--- src/rtl/ppx_pkg.sv ---
// shared types and constants of the pulse peak pedestal extractor
`timescale 1ns / 1ps
`default_nettype none
package ppx_pkg;

  localparam int unsigned SampleW     = 10;
  localparam int unsigned TimeW       = 10;
  localparam int unsigned ModuleW     = 3;
  localparam int unsigned RowW        = 6;
  localparam int unsigned ColumnW     = 6;
  localparam int unsigned FracW       = 8;
  localparam int unsigned MaxTimeBins = 1024;
  localparam int unsigned CountW      = $clog2(MaxTimeBins) + 1;
  localparam int unsigned SumW        = SampleW + $clog2(MaxTimeBins);
  localparam int unsigned DividendW   = SumW + FracW;
  localparam int unsigned StepW       = $clog2(DividendW);
  localparam int unsigned PeakQW      = SampleW + FracW;
  localparam int unsigned GainW       = 7;
  localparam int unsigned ProductW    = PeakQW + GainW;
  localparam int unsigned BaselineW   = 19;
  localparam int unsigned EnergyW     = 22;
  localparam int unsigned CfgIndexW   = 2;
  localparam int unsigned CfgDataW    = 19;

  localparam logic [EnergyW-1:0] EnergyMax = {EnergyW{1'b1}};
  localparam logic [CountW-1:0]  CountCap  = CountW'(MaxTimeBins);

  typedef enum logic [CfgIndexW-1:0] {
    CFG_PED_ENABLE     = 2'd0,
    CFG_PRESAMPLE_LIM  = 2'd1,
    CFG_LOW_GAIN_FACT  = 2'd2,
    CFG_BASELINE       = 2'd3
  } cfg_index_e;

  typedef enum logic [1:0] {
    ST_IDLE,
    ST_DIV,
    ST_CALC,
    ST_DONE
  } seq_state_e;

  typedef struct packed {
    logic busy;
    logic done;
  } div_stat_t;

endpackage
`default_nettype wire

--- src/rtl/ppx_div.sv ---
// iterative restoring divider, one quotient bit per cycle
`timescale 1ns / 1ps
`default_nettype none
module ppx_div (
  input  logic                             clk_i,
  input  logic                             rst_ni,
  input  logic                             start_i,
  input  logic [ppx_pkg::DividendW-1:0]    dividend_i,
  input  logic [ppx_pkg::CountW-1:0]       divisor_i,
  output logic [ppx_pkg::DividendW-1:0]    quotient_o,
  output ppx_pkg::div_stat_t               stat_o
);
  import ppx_pkg::*;

  logic                 busy_q, busy_d;
  logic                 done_q, done_d;
  logic [StepW-1:0]     step_q, step_d;
  logic [DividendW-1:0] dq_q, dq_d;
  logic [CountW-1:0]    rem_q, rem_d;
  logic [CountW-1:0]    dvs_q, dvs_d;
  logic [CountW:0]      rem_shift;
  logic [CountW:0]      rem_diff;
  logic                 q_bit;

  // one restoring step: shift in next dividend bit, try subtract
  assign rem_shift = {rem_q, dq_q[DividendW-1]};
  assign rem_diff  = rem_shift - {1'b0, dvs_q};
  assign q_bit     = (rem_shift >= {1'b0, dvs_q});

  always_comb begin
    busy_d = busy_q;
    done_d = 1'b0;
    step_d = step_q;
    dq_d   = dq_q;
    rem_d  = rem_q;
    dvs_d  = dvs_q;
    if (start_i) begin
      busy_d = 1'b1;
      step_d = '0;
      dq_d   = dividend_i;
      rem_d  = '0;
      dvs_d  = divisor_i;
    end else if (busy_q) begin
      dq_d  = {dq_q[DividendW-2:0], q_bit};
      rem_d = q_bit ? rem_diff[CountW-1:0] : rem_shift[CountW-1:0];
      if (step_q == StepW'(DividendW - 1)) begin
        busy_d = 1'b0;
        done_d = 1'b1;
      end else begin
        step_d = step_q + StepW'(1);
      end
    end
  end

  always_ff @(posedge clk_i or negedge rst_ni) begin
    if (!rst_ni) begin
      busy_q <= 1'b0;
      done_q <= 1'b0;
      step_q <= '0;
    end else begin
      busy_q <= busy_d;
      done_q <= done_d;
      step_q <= step_d;
    end
  end

  always_ff @(posedge clk_i) begin
    dq_q  <= dq_d;
    rem_q <= rem_d;
    dvs_q <= dvs_d;
  end

  assign quotient_o  = dq_q;
  assign stat_o.busy = busy_q;
  assign stat_o.done = done_q;

endmodule
`default_nettype wire

--- src/rtl/pulse_peak_pedestal_extractor_top.sv ---
// top level: channel tracking, report sequencer and output register
// report path: a sample that closes a channel yields its word after the divider
//   run (only with pedestal subtraction), one mean load, one energy step and one
//   output load
// throughput: one sample per cycle while no channel closes; a closing sample
//   holds the input until its word enters the output register, through the
//   bit-serial divider run with pedestal subtraction and while the output stalls
// reset: asynchronous active low; clears channel state, output valid and the
//   registers to 0, 10, 16 and 256
`timescale 1ns / 1ps
`default_nettype none
module pulse_peak_pedestal_extractor_top (
  input  logic                              clk_i,
  input  logic                              rst_ni,
  // configuration write channel
  input  logic                              cfg_valid_i,
  output logic                              cfg_ready_o,
  input  logic [ppx_pkg::CfgIndexW-1:0]     cfg_index_i,
  input  logic [ppx_pkg::CfgDataW-1:0]      cfg_data_i,
  // sample channel
  input  logic                              in_valid_i,
  output logic                              in_ready_o,
  input  logic [ppx_pkg::SampleW-1:0]       sample_value_i,
  input  logic [ppx_pkg::TimeW-1:0]         time_bin_i,
  input  logic                              starts_channel_i,
  input  logic                              low_gain_i,
  input  logic [ppx_pkg::ModuleW-1:0]       module_index_i,
  input  logic [ppx_pkg::RowW-1:0]          row_index_i,
  input  logic [ppx_pkg::ColumnW-1:0]       column_index_i,
  // report channel
  output logic                              out_valid_o,
  input  logic                              out_ready_i,
  output logic [ppx_pkg::EnergyW-1:0]       energy_q8_o,
  output logic [ppx_pkg::TimeW-1:0]         report_time_bin_o,
  output logic                              report_low_gain_o,
  output logic [ppx_pkg::ModuleW:0]         report_module_o,
  output logic [ppx_pkg::RowW:0]            report_row_o,
  output logic [ppx_pkg::ColumnW:0]         report_column_o,
  output logic                              status_o
);
  import ppx_pkg::*;

  // configuration registers
  logic                 ped_en_q;
  logic [TimeW-1:0]     presample_lim_q;
  logic [GainW-1:0]     gain_fact_q;
  logic [BaselineW-1:0] baseline_q;

  // running channel state
  logic                 has_samples_q;
  logic [SampleW-1:0]   peak_q;
  logic [SumW-1:0]      ped_sum_q;
  logic [CountW-1:0]    ped_cnt_q;
  logic [TimeW-1:0]     held_time_q;
  logic                 held_gain_q;
  logic [ModuleW-1:0]   held_module_q;
  logic [RowW-1:0]      held_row_q;
  logic [ColumnW-1:0]   held_column_q;

  // snapshot of the channel being reported
  logic [SampleW-1:0]   rep_peak_q;
  logic                 rep_status_q;
  logic [TimeW-1:0]     rep_time_q;
  logic                 rep_gain_q;
  logic [ModuleW-1:0]   rep_module_q;
  logic [RowW-1:0]      rep_row_q;
  logic [ColumnW-1:0]   rep_column_q;

  logic [PeakQW-1:0]    mean_q;
  logic [ProductW-1:0]  energy_raw_q;

  // output register
  logic                 out_valid_q;
  logic [EnergyW-1:0]   out_energy_q;
  logic [TimeW-1:0]     out_time_q;
  logic                 out_gain_q;
  logic [ModuleW:0]     out_module_q;
  logic [RowW:0]        out_row_q;
  logic [ColumnW:0]     out_column_q;
  logic                 out_status_q;

  seq_state_e state_q, state_d;

  logic                 in_fire;
  logic                 cfg_fire;
  logic                 closes_chan;
  logic                 opens_chan;
  logic                 is_presample;
  logic                 need_div;
  logic                 div_start;
  logic                 out_load;
  logic                 out_free;
  logic [DividendW-1:0] div_quot;
  div_stat_t            div_stat;
  logic [SumW-1:0]      sum_base;
  logic [CountW-1:0]    cnt_base;
  logic [PeakQW-1:0]    peak_scaled;
  logic [PeakQW-1:0]    diff;
  logic [GainW-1:0]     mult;
  logic [EnergyW-1:0]   energy_final;

  assign cfg_ready_o = 1'b1;
  assign cfg_fire    = cfg_valid_i && cfg_ready_o;
  assign in_ready_o  = (state_q == ST_IDLE);
  assign in_fire     = in_valid_i && in_ready_o;
  assign out_free    = !out_valid_q || out_ready_i;

  // a flagged sample closes the held channel; any sample opens one if none held
  assign closes_chan = starts_channel_i && has_samples_q;
  assign opens_chan  = starts_channel_i || !has_samples_q;
  // divide only when pedestal mode has presamples to average
  assign need_div    = ped_en_q && (ped_cnt_q != '0);
  assign div_start   = in_fire && closes_chan && need_div;

  // pedestal accumulation, count capped so repeated bins cannot overflow
  assign sum_base     = opens_chan ? '0 : ped_sum_q;
  assign cnt_base     = opens_chan ? '0 : ped_cnt_q;
  assign is_presample = ped_en_q && (time_bin_i < presample_lim_q) && (cnt_base < CountCap);

  // ---------------- configuration ----------------
  always_ff @(posedge clk_i or negedge rst_ni) begin
    if (!rst_ni) begin
      ped_en_q        <= 1'b0;
      presample_lim_q <= TimeW'(10);
      gain_fact_q     <= GainW'(16);
      baseline_q      <= BaselineW'(256);
    end else if (cfg_fire) begin
      case (cfg_index_e'(cfg_index_i))
        CFG_PED_ENABLE:    ped_en_q        <= cfg_data_i[0];
        CFG_PRESAMPLE_LIM: presample_lim_q <= cfg_data_i[TimeW-1:0];
        CFG_LOW_GAIN_FACT: gain_fact_q     <= cfg_data_i[GainW-1:0];
        CFG_BASELINE:      baseline_q      <= cfg_data_i[BaselineW-1:0];
        default: ;
      endcase
    end
  end

  // ---------------- channel tracking ----------------
  always_ff @(posedge clk_i or negedge rst_ni) begin
    if (!rst_ni) begin
      has_samples_q <= 1'b0;
      peak_q        <= '0;
      ped_sum_q     <= '0;
      ped_cnt_q     <= '0;
      held_time_q   <= '0;
      held_gain_q   <= 1'b0;
      held_module_q <= '0;
      held_row_q    <= '0;
      held_column_q <= '0;
    end else if (in_fire) begin
      has_samples_q <= 1'b1;
      if (opens_chan || (sample_value_i > peak_q)) begin
        peak_q <= sample_value_i;
      end
      ped_sum_q     <= is_presample ? sum_base + SumW'(sample_value_i) : sum_base;
      ped_cnt_q     <= is_presample ? cnt_base + CountW'(1) : cnt_base;
      held_time_q   <= time_bin_i;
      held_gain_q   <= low_gain_i;
      held_module_q <= module_index_i;
      held_row_q    <= row_index_i;
      held_column_q <= column_index_i;
    end
  end

  // snapshot taken from the held state before the new sample lands
  always_ff @(posedge clk_i) begin
    if (in_fire && closes_chan) begin
      rep_peak_q   <= peak_q;
      rep_status_q <= ped_en_q && (ped_cnt_q == '0);
      rep_time_q   <= held_time_q;
      rep_gain_q   <= held_gain_q;
      rep_module_q <= held_module_q;
      rep_row_q    <= held_row_q;
      rep_column_q <= held_column_q;
    end
  end

  // ---------------- shared divider: mean = (sum << 8) / count ----------------
  ppx_div u_div (
    .clk_i      (clk_i),
    .rst_ni     (rst_ni),
    .start_i    (div_start),
    .dividend_i ({ped_sum_q, {FracW{1'b0}}}),
    .divisor_i  (ped_cnt_q),
    .quotient_o (div_quot),
    .stat_o     (div_stat)
  );

  // mean of samples never exceeds the peak range, so the low bits hold it
  always_ff @(posedge clk_i) begin
    if (in_fire && closes_chan && !need_div) begin
      mean_q <= '0;
    end else if (div_stat.done) begin
      mean_q <= div_quot[PeakQW-1:0];
    end
  end

  // ---------------- energy: subtract, gain scale, then threshold ----------------
  assign peak_scaled = {rep_peak_q, {FracW{1'b0}}};
  assign diff        = (mean_q > peak_scaled) ? '0 : peak_scaled - mean_q;
  assign mult        = rep_gain_q ? gain_fact_q : GainW'(1);

  always_ff @(posedge clk_i) begin
    if (state_q == ST_CALC) begin
      energy_raw_q <= ProductW'(diff) * ProductW'(mult);
    end
  end

  always_comb begin
    if (rep_status_q) begin
      energy_final = '0;
    end else if (energy_raw_q < ProductW'(baseline_q)) begin
      energy_final = '0;
    end else if (energy_raw_q > ProductW'(EnergyMax)) begin
      energy_final = EnergyMax;
    end else begin
      energy_final = energy_raw_q[EnergyW-1:0];
    end
  end

  // ---------------- sequencer ----------------
  always_comb begin
    state_d = state_q;
    case (state_q)
      ST_IDLE: begin
        if (in_fire && closes_chan) begin
          state_d = need_div ? ST_DIV : ST_CALC;
        end
      end
      ST_DIV: begin
        if (div_stat.done) begin
          state_d = ST_CALC;
        end
      end
      ST_CALC: state_d = ST_DONE;
      ST_DONE: begin
        if (out_free) begin
          state_d = ST_IDLE;
        end
      end
      default: state_d = ST_IDLE;
    endcase
  end

  always_comb begin
    out_load = (state_q == ST_DONE) && out_free;
  end

  always_ff @(posedge clk_i or negedge rst_ni) begin
    if (!rst_ni) begin
      state_q <= ST_IDLE;
    end else begin
      state_q <= state_d;
    end
  end

  // ---------------- output register ----------------
  always_ff @(posedge clk_i or negedge rst_ni) begin
    if (!rst_ni) begin
      out_valid_q <= 1'b0;
    end else if (out_load) begin
      out_valid_q <= 1'b1;
    end else if (out_ready_i) begin
      out_valid_q <= 1'b0;
    end
  end

  always_ff @(posedge clk_i) begin
    if (out_load) begin
      out_energy_q <= energy_final;
      out_time_q   <= rep_time_q;
      out_gain_q   <= rep_gain_q;
      out_module_q <= {1'b0, rep_module_q} + (ModuleW+1)'(1);
      out_row_q    <= {1'b0, rep_row_q} + (RowW+1)'(1);
      out_column_q <= {1'b0, rep_column_q} + (ColumnW+1)'(1);
      out_status_q <= rep_status_q;
    end
  end

  assign out_valid_o       = out_valid_q;
  assign energy_q8_o       = out_energy_q;
  assign report_time_bin_o = out_time_q;
  assign report_low_gain_o = out_gain_q;
  assign report_module_o   = out_module_q;
  assign report_row_o      = out_row_q;
  assign report_column_o   = out_column_q;
  assign status_o          = out_status_q;

  // ---------------- assertions ----------------
  // divider only runs while the sequencer waits on it
  a_div_in_div_state: assert property (@(posedge clk_i) disable iff (!rst_ni)
    (div_stat.busy || div_stat.done) |-> (state_q == ST_DIV))
    else $error("divider active outside the divide state");

  // missing presamples always report zero energy
  a_status_zero_energy: assert property (@(posedge clk_i) disable iff (!rst_ni)
    (out_valid_o && status_o) |-> (energy_q8_o == '0))
    else $error("error status word carries nonzero energy");

  // nonzero energy is never under the baseline
  a_energy_over_base: assert property (@(posedge clk_i) disable iff (!rst_ni)
    (out_valid_o && (energy_q8_o != '0)) |-> (EnergyW'(baseline_q) <= energy_q8_o))
    else $error("reported energy below baseline");

  // a new report is loaded only once the previous word has left
  a_no_overwrite: assert property (@(posedge clk_i) disable iff (!rst_ni)
    out_load |-> (!out_valid_q || out_ready_i))
    else $error("output word overwritten before it was taken");

endmodule
`default_nettype wire

--- config.mk ---
export PLATFORM = sky130hd
export DESIGN_NAME = pulse_peak_pedestal_extractor_top
export DESIGN_NICKNAME = d
export VERILOG_FILES = /design/src/rtl/ppx_pkg.sv /design/src/rtl/ppx_div.sv /design/src/rtl/pulse_peak_pedestal_extractor_top.sv
export SDC_FILE = /design/constraint.sdc
export NUM_CORES = 1
export LEC_CHECK = 0
export ABC_AREA = 1
export BUFFER_PORTS_ARGS = -buffer_cell sky130_fd_sc_hd__buf_2
export CORE_UTILIZATION = 32
export CTS_CLUSTER_DIAMETER = 150
export CTS_CLUSTER_SIZE = 8
export DETAILED_ROUTE_END_ITERATION = 12
export PLACE_DENSITY = 0.44
export SLEW_MARGIN = 20
export SYNTH_ARGS = -nofsm -noshare
export SYNTH_HDL_FRONTEND = slang
export SYNTH_HIERARCHICAL = 1
export SYNTH_SLANG_ARGS = --single-unit
--- constraint.sdc ---
create_clock -name clk_i -period 5.7 [get_ports clk_i]
set_input_delay 0.855 -clock clk_i [delete_from_list [all_inputs] [get_ports clk_i]]
set_output_delay 0.855 -clock clk_i [all_outputs]
set_load 0.005 [all_outputs]
Yosys cells after proc, flatten, opt, wreduce, memory -nomap -nowiden
Index checks and enable logic that the tools add are counted.
W data, S select, Z words.
{"block": "word_totals", "ff_bits": 297, "out_inout_bits": 55, "elab_cells": 121}
{"block": "classes", "n_addsub": 8, "n_mul": 1, "n_lt_le_gt_ge": 7, "eq_ne": 11, "n_mux": 26, "n_reduce_logical": 30}
{"op": "$mux W28", "count": 2}
{"op": "$mux W20", "count": 2}
{"op": "$mux W11", "count": 3}
{"op": "$gt A25 B22 Y1 const B", "count": 1}
{"op": "$lt A25 B19 Y1", "count": 1}
{"op": "$mul A18 B7 Y25", "count": 1}
{"op": "$mux W22", "count": 1}
{"op": "$add A20 B10 Y20", "count": 1}
{"op": "$gt A18 B18 Y1", "count": 1}
{"op": "$mux W18", "count": 1}
{"op": "$sub A18 B18 Y18", "count": 1}
{"op": "$mux W5", "count": 3}
{"op": "$add A6 B1 Y7 const B", "count": 2}
{"op": "$ge A12 B11 Y1", "count": 1}
{"op": "$reduce_and A2 Y1", "count": 6}
{"op": "$add A11 B1 Y11 const B", "count": 1}
{"op": "$logic_not A11 Y1", "count": 1}
{"op": "$lt A11 B11 Y1 const B", "count": 1}
{"op": "$reduce_bool A11 Y1", "count": 1}
{"op": "$sub A11 B11 Y11", "count": 1}
{"op": "$gt A10 B10 Y1", "count": 1}
{"op": "$logic_and A1 B1 Y1", "count": 10}
{"op": "$lt A10 B10 Y1", "count": 1}
{"op": "$eq A2 B2 Y1 const B", "count": 4}
{"op": "16 further kinds", "count": 35}

Logic depth before layout (Yosys ltp)
Gate-level depths: netlist of the first run.
{"block": "logic_depth", "depth_word": 6, "depth_mapped": 31, "depth_no_buf": 31}

Cells and area by module
The synthesis of the first run kept the hierarchy.
{"module": "pulse_peak_pedestal_extractor_top", "n_inst": 1, "cells_per_inst": 1956, "area_each_um2": 16200.5, "seq_area_each_um2": 6491.2}
{"module": "ppx_div", "n_inst": 1, "cells_per_inst": 386, "area_each_um2": 3190.6, "seq_area_each_um2": 1566.5}

Worst setup path before layout of the first run
Ideal clock, no wire load.
{"block": "synth_timing", "kind": "reg-to-reg", "from": "reg rep_peak_q[4]", "to": "reg energy_raw_q[18], data pin", "setup_ps": 252, "arrival_ps": 4907, "slack_ps": 541, "path_stages_with_launch": 25, "n_path_buf": 1, "synth_period_minus_slack_ps": 5159, "cell_sequence": "edfxtp_1 > ha_1 > nand2_1 > nor2_2 > and2_1 > nand3_1 > nand3_2 > buf_8 > nand2_2 > nor2_1 > fa_1 > inv_1 > fa_1 > inv_1 > fa_1 > inv_1 > fa_1 > inv_1 > ha_1 > a21oi_1 > o21a_1 > a21boi_0 > nand2_1 > nand2_1 > nand2_1"}
{"block": "synth_via", "elab_chain_len": 3, "elab_cells_between_ends": 4, "classes_between": "1 x add/sub; 1 x mul; 1 x order compare; 1 x mux"}
{"element": "start, declared", "line": "pulse_peak_pedestal_extractor_top.sv:61", "text": "logic [SampleW-1:0] rep_peak_q;"}
{"element": "start signal, assigned", "line": "pulse_peak_pedestal_extractor_top.sv:168", "text": "rep_peak_q <= peak_q;"}
{"element": "$sub A18 B18 Y18 / $gt A18 B18 Y1 (equally long branches)", "line": "pulse_peak_pedestal_extractor_top.sv:200", "text": "assign diff = (mean_q > peak_scaled) ? '0 : peak_scaled - mean_q;"}
{"element": "$mux W18 *", "line": "pulse_peak_pedestal_extractor_top.sv:200"}
{"element": "$mul A18 B7 Y25 *", "line": "pulse_peak_pedestal_extractor_top.sv:205", "text": "energy_raw_q <= ProductW'(diff) * ProductW'(mult);"}
{"element": "end signal, assigned", "line": "pulse_peak_pedestal_extractor_top.sv:205"}
{"element": "end, declared", "line": "pulse_peak_pedestal_extractor_top.sv:70", "text": "logic [ProductW-1:0] energy_raw_q;"}
Mark *: on every way between the ends. The rest lies on a longest branch, timed or not.
A chain may end at the register's enable or synchronous reset.

Worst setup path after layout of the first run
{"block": "layout_timing", "from": "reg rep_peak_q[5]", "to": "reg energy_raw_q[20], data pin"}
Same word-level chain as after synthesis.

==> results of run 1 <==
==> worst max path at each step <==
stage,from,end
floorplan,rep_peak_q[4],energy_raw_q[18]
global placement,rep_peak_q[7],energy_raw_q[18]
detailed placement,rep_peak_q[5],energy_raw_q[18]
CTS,rep_peak_q[7],energy_raw_q[18]
global route,rep_peak_q[5],energy_raw_q[21]
finish,rep_peak_q[5],energy_raw_q[20]
==> power groups by stage <==
stage / Sequential (mW) / Combinational [mW] / Clock, mW
global placement: 3.66 / 6.55 / 0
detailed placement: 3.67 / 6.56 / 0
finish: 3.63 / 6.97 / 2.42
CTS: 3.64 / 6.60 / 2.51
global route: 3.72 / 8.01 / 2.60
floorplan: 3.54 / 4.66 / 0
==> worst reg2reg max path, stage by stage, from the launching register on <==
cell      delay, ns
edfxtp_1       0.41
ha_4           0.31
nand2_2        0.07
nor2_2         0.15
and2_1         0.21
nand3_2        0.13
nand3_4        0.13
buf_6          0.15
buf_6          0.17
nand4_1        0.13
fa_1           0.51
fa_1           0.49
inv_1          0.05
fa_1           0.52
inv_1          0.05
fa_1           0.53
inv_1          0.04
ha_1           0.34
a21oi_1        0.20
o21ai_0        0.19
a21oi_2        0.21
nand3_1        0.10
nand2_1        0.06
nand2_1        0.06
==> state kept, by name (all words and copies together) (netlist names), 11 cells and up <==
signal,cells
energy_raw_q,25
u_div/quotient_o,28
ped_sum_q,20
mean_q,18
energy_q8_o,22
ped_cnt_q,11
baseline_q,19
u_div/dvs_q,11
u_div/rem_q,11
==> metrics by stage <==
step / total power [mW] / util / cells / instance area (µm²) / setup TNS, ns
2_1_floorplan: 8.20 / - / 2348 / 19400 / 0
3_3_place_gp: 10.2 / 0.353 / 3222 / 21000 / -0.00342
3_5_place_dp: 10.2 / 0.353 / 3222 / 21000 / -0.00697
4_1_cts: 12.8 / 0.375 / 3302 / 22300 / 0
5_1_grt: 14.3 / 0.381 / 3304 / 22700 / -0.0679
6_report: 13.0 / 0.381 / 3304 / 22700 / 0
==> layout by cell type (no fill, tap or decap), drive strengths merged <==
cell,n
edfxtp,153
nand2,623
o21a,5
inv,364
a21o,1
and2,3
and3,3
or2,4
xnor2,10
fa,81
clkinv,4
nand3b,6
xor2,32
conb,9
nor3,14
a21oi,101
dfrtp,111
o211ai,4
dfstp,4
clkbuf,76
ha,121
nor2,325
clkinvlp,1
nand4,69
nor4,3
o22ai,1
dfxtp,29
buf,164
nor3b,4
a21boi,2
o21ai,59
nand3,139
o21bai,6
==> area by class of cell <==
class	instances	area share
clock buffer	76	0.0533
clock inverter	4	0.00386
inverter	365	0.0604
multi-input combinational	1625	0.441
sequential	297	0.355
tap	773	0.0426
timing repair buffer	164	0.0430
==> metal layers <==
| metal | GRT usage | vias up | wire (µm) |
|---|---|---|---|
| met3 | 0.0212 | 70 | 1530 |
| met5 | 0 | - | 0 |
| met1 | 0.220 | 7255 | 24000 |
| met4 | 0.0447 | 0 | 918 |
| li1 | - | 7751 | - |
| met2 | 0.283 | 235 | 23300 |
==> repair_timing <==
action / in CTS / in global routing
setup buffers: 0 / 2
gates resized for setup: 2 / 91
pin swaps: 0 / 9
endpoints found under the setup margin: 2 / 18
==> results.cfg, run 1 <==
[critical_path]
worstSetupStartpointType = flip-flop
worstPathArrival_ns = 5.77
path_max_fanout = 17
critical_path.endpoint_type = flip-flop
required_ns = 6.01
crit_top_cell = fa_1
crit_chain = ha_4, nand2_2, nor2_2, and2_1, nand3_2, nand3_4, buf_6, buf_6, nand4_1, fa_1, fa_1, inv_1, fa_1, inv_1, fa_1, inv_1, ha_1, a21oi_1, o21ai_0, a21oi_2, nand3_1, nand2_1, nand2_1
r2r_end = energy_raw_q[20]
path_class = flip-flop to flip-flop
path_delay_family = adder cells
critPathSlowestCell = fa_1
max_stage_delay_ns = 0.53
reg2reg_depth = 23
timing.rr.start = rep_peak_q[5]
r2r_slack_ns = 0.24
critical_path_depth = 23
cp_num_buf_inv = 5

[sta]
rsz0062_at_grt = yes
finalMaxSlewViolations = 0
setup_viol = 0
finalHoldViolCount = 0
post-route-min-period_ns = 5.46
setup_ws_ns = 0.240
slew_headroom = 0.310
fin_crit_sh = 0.958
tightest_slew_ns = 1.03
whs_ns = 0.154
skew_ns = 0.0252
max_freq_mhz = 183

[synthesis]
yosysWarnings = 6
synthCells = 2341
synthesis.area_um2 = 19400
syn_avg_cell_area_um2 = 8.28

[grt]
grt_usage = 0.166
grt_overflow = 0
grt_max_degree = 60
grt_pass1_wl_um = 81100
antenna_found_initial = 0
grt_pass1_vias = 15600

[floorplan]
initial_core_util = 0.326
core-area_um2 = 59500
num_rows = 89
die_area_um2 = 61600
die_w_um = 248
fp.dieH_um = 248
ios = 118

[clock_network]
cts_max_level = 2
cts_tree = yes
clock_path_buffers = 3
cts_made_buffers = 43
cts.sinks = 297
clkTransAtPathRegs_ns = 0.05
ctsRootBufferMaster = clkbuf_16
cts_hold_buf = 0
clk_latency_ns = 0.58

[placement]
portBuffers = 116
place_congestion = 0.877
place_ws_ns = -0.00697
post-dp-hpwl_um = 38500

[power]
p_leak_nw = 11.1
power_frac_comb = 0.535
pwr_density_cell_nw_per_um2 = 574
clkPwrFrac = 0.186
switching_share = 0.442
p_sw_mw = 5.76
p_int_mw = 7.27
ir_drop_mv = 0.228
power_frac_seq = 0.279

[route]
drt_iter0_markers = 720
firstDrtPassIters = 6
ant_nets = 0
vias = 15300
drc = 0
drt-total-wl_um = 49700
wire_per_inst_um = 15.0
viasPerCell = 4.63

[status]
outcome = finished clean

[final_layout]
fill_cells = 6280
multi_input_area_um2 = 10000
final_net_count = 2761
antenna_cells = 0
synthToLayoutAreaGrowth_pct = 17.0
regArea_um2 = 8060
layout-drive-gt1-share = 0.140

[job]
drv_cap = 0

[min_path]
hold_path_class = input port to async pin
Power figures use the tool's default switching activity.
==> inputs of run 2 (changes only) <==
--- a/config.mk
+++ b/config.mk
@@ -7,6 +7,7 @@
 export LEC_CHECK = 0
 export ABC_AREA = 1
 export BUFFER_PORTS_ARGS = -buffer_cell sky130_fd_sc_hd__buf_2
+export CORE_ASPECT_RATIO = 0.7
 export CORE_UTILIZATION = 32
 export CTS_CLUSTER_DIAMETER = 150
 export CTS_CLUSTER_SIZE = 8
==> results.cfg, run 2 (same netlist as run 1, synthesis figures left out) <==
[final_layout]
synthToLayoutAreaGrowth_pct = 18.8
finalNonFillerCells = 3359
multi_input_area_um2 = 10200
fill_cells = 6232
layout_common_cells = 591 x nand2_1, 352 x inv_1, 277 x nor2_1
final_net_count = 2782
regArea_um2 = 8060
final_common_cell = nand2_1
largest_register_ff_count = 28
layout-drive-gt1-share = 0.155
antenna_cells = 0

[min_path]
hold_path_class = input port to async pin

[power]
clkPwrFrac = 0.175
p_int_mw = 7.65
p_sw_mw = 6.30
power_frac_seq = 0.263
ir_drop_mv = 0.353
power_frac_comb = 0.562
p_leak_nw = 11.2
pwr_density_cell_nw_per_um2 = 606
switching_share = 0.452
power_mw = 14.0

[sta]
finalMaxSlewViolations = 0
tightest_slew_ns = 1.09
fin_tns_setup_ns = 0
post-route-min-period_ns = 5.49
whs_ns = 0.307
fin_crit_sh = 0.963
finalHoldViolCount = 0
setup_ws_ns = 0.212
rsz0062_at_grt = yes
setup_viol = 0
slew_headroom = 0.267
skew_ns = 0.0381
max_freq_mhz = 182

[critical_path]
crit_chain = ha_4, nand2_2, nor2_2, and2_4, nand3_2, nand3_4, clkbuf_16, nand2_4, nor2_4, fa_1, fa_1, fa_1, inv_1, fa_1, inv_1, ha_4, nand2_1, nor2_1, nor3b_4, a21oi_2, xnor2_1, buf_4
crit_top_cell = fa_1
path_class = flip-flop to flip-flop
worstSetupStartpointType = flip-flop
required_ns = 6.01
critPathSlowestCell = fa_1
cp_num_buf_inv = 4
path_delay_family = adder cells
worstPathArrival_ns = 5.80
max_stage_delay_ns = 0.55
path_max_fanout = 6
critical_path.endpoint_type = flip-flop

[clock_network]
cts_max_level = 2
clock_path_buffers = 3
clk_latency_ns = 0.59
cts_hold_buf = 0
clkTransAtPathRegs_ns = 0.06
ctsRootBufferMaster = clkbuf_16
cts.sinks = 297
cts_tree = yes
cts_made_buffers = 43

[placement]
post-dp-hpwl_um = 41300
place_congestion = 0.865
place_ws_ns = -0.106
placed_cells = 3275
portBuffers = 116

[route]
vias = 15700
wire_per_inst_um = 16.2
ant_nets = 0
drc = 0
firstDrtPassIters = 5
drt-total-wl_um = 54400
drt_iter0_markers = 1069
viasPerCell = 4.68

[floorplan]
num_rows = 75
initial_core_util = 0.324
die_w_um = 296
ios = 118
core-area_um2 = 59900
die_area_um2 = 61600
fp.dieH_um = 208

[grt]
antenna_found_initial = 0
grt_pass1_wl_um = 87500
grt_pass1_vias = 15500
grt_max_degree = 52
grt_overflow = 0
grt_usage = 0.181

[status]
outcome = finished clean

[job]
drv_cap = 0
==> run 2: power by group through the flow <==
stage | clock network, mW | registers [mW] | logic (mW)
final | 2.44 | 3.66 | 7.85
after global placement | 0 | 3.68 | 6.89
after global routing | 2.61 | 3.74 | 8.89
after floorplan | 0 | 3.54 | 4.66
after detailed placement | 0 | 3.70 | 6.92
after CTS | 2.53 | 3.67 | 7.03
==> run 2: layout make-up <==
class	count	share of cell area
clock buffer	76	0.0525
tap	808	0.0439
clock inverter	3	0.00152
timing repair buffer	185	0.0500
inverter	365	0.0595
sequential	297	0.350
multi-input combinational	1625	0.443
==> run 2: repair_timing <==
item	CTS	global route
pin swaps	0	15
resized for setup	10	109
buffers inserted	0	3
setup endpoints to repair	10	18
endpoints found under the hold margin	0	0
cloned	0	2
==> run 2: final timing paths <==
path                                    start              endpoint  slack [ns]  cells past startpoint
worst min-delay path                   rst_ni             peak_q[6]        0.31                      1
worst min register to register  rep_time_q[0]  report_time_bin_o[0]        0.41                      0
min in group clk_i              rep_time_q[0]  report_time_bin_o[0]        0.41                      0
max in group asynchronous              rst_ni         baseline_q[4]        4.28                      2
worst max register to register  rep_peak_q[4]      energy_raw_q[11]        0.21                     22
worst max-delay path            rep_peak_q[4]      energy_raw_q[11]        0.21                     22
==> run 2: per-stage QoR <==
step | cell area [µm²] | util
detailed placement | 21200 | 0.354
floorplan | 19400 | -
global placement | 21200 | 0.354
CTS | 22500 | 0.375
finish | 23000 | 0.385
global route | 23000 | 0.385
==> run 2: layer usage <==
metal,global-route usage,vias to the layer above,wire length [µm]
met1,0.295,7521,30000
met5,0,-,0
met3,0.0265,53,2550
li1,-,7823,-
met4,0.0370,0,793
met2,0.245,334,21000
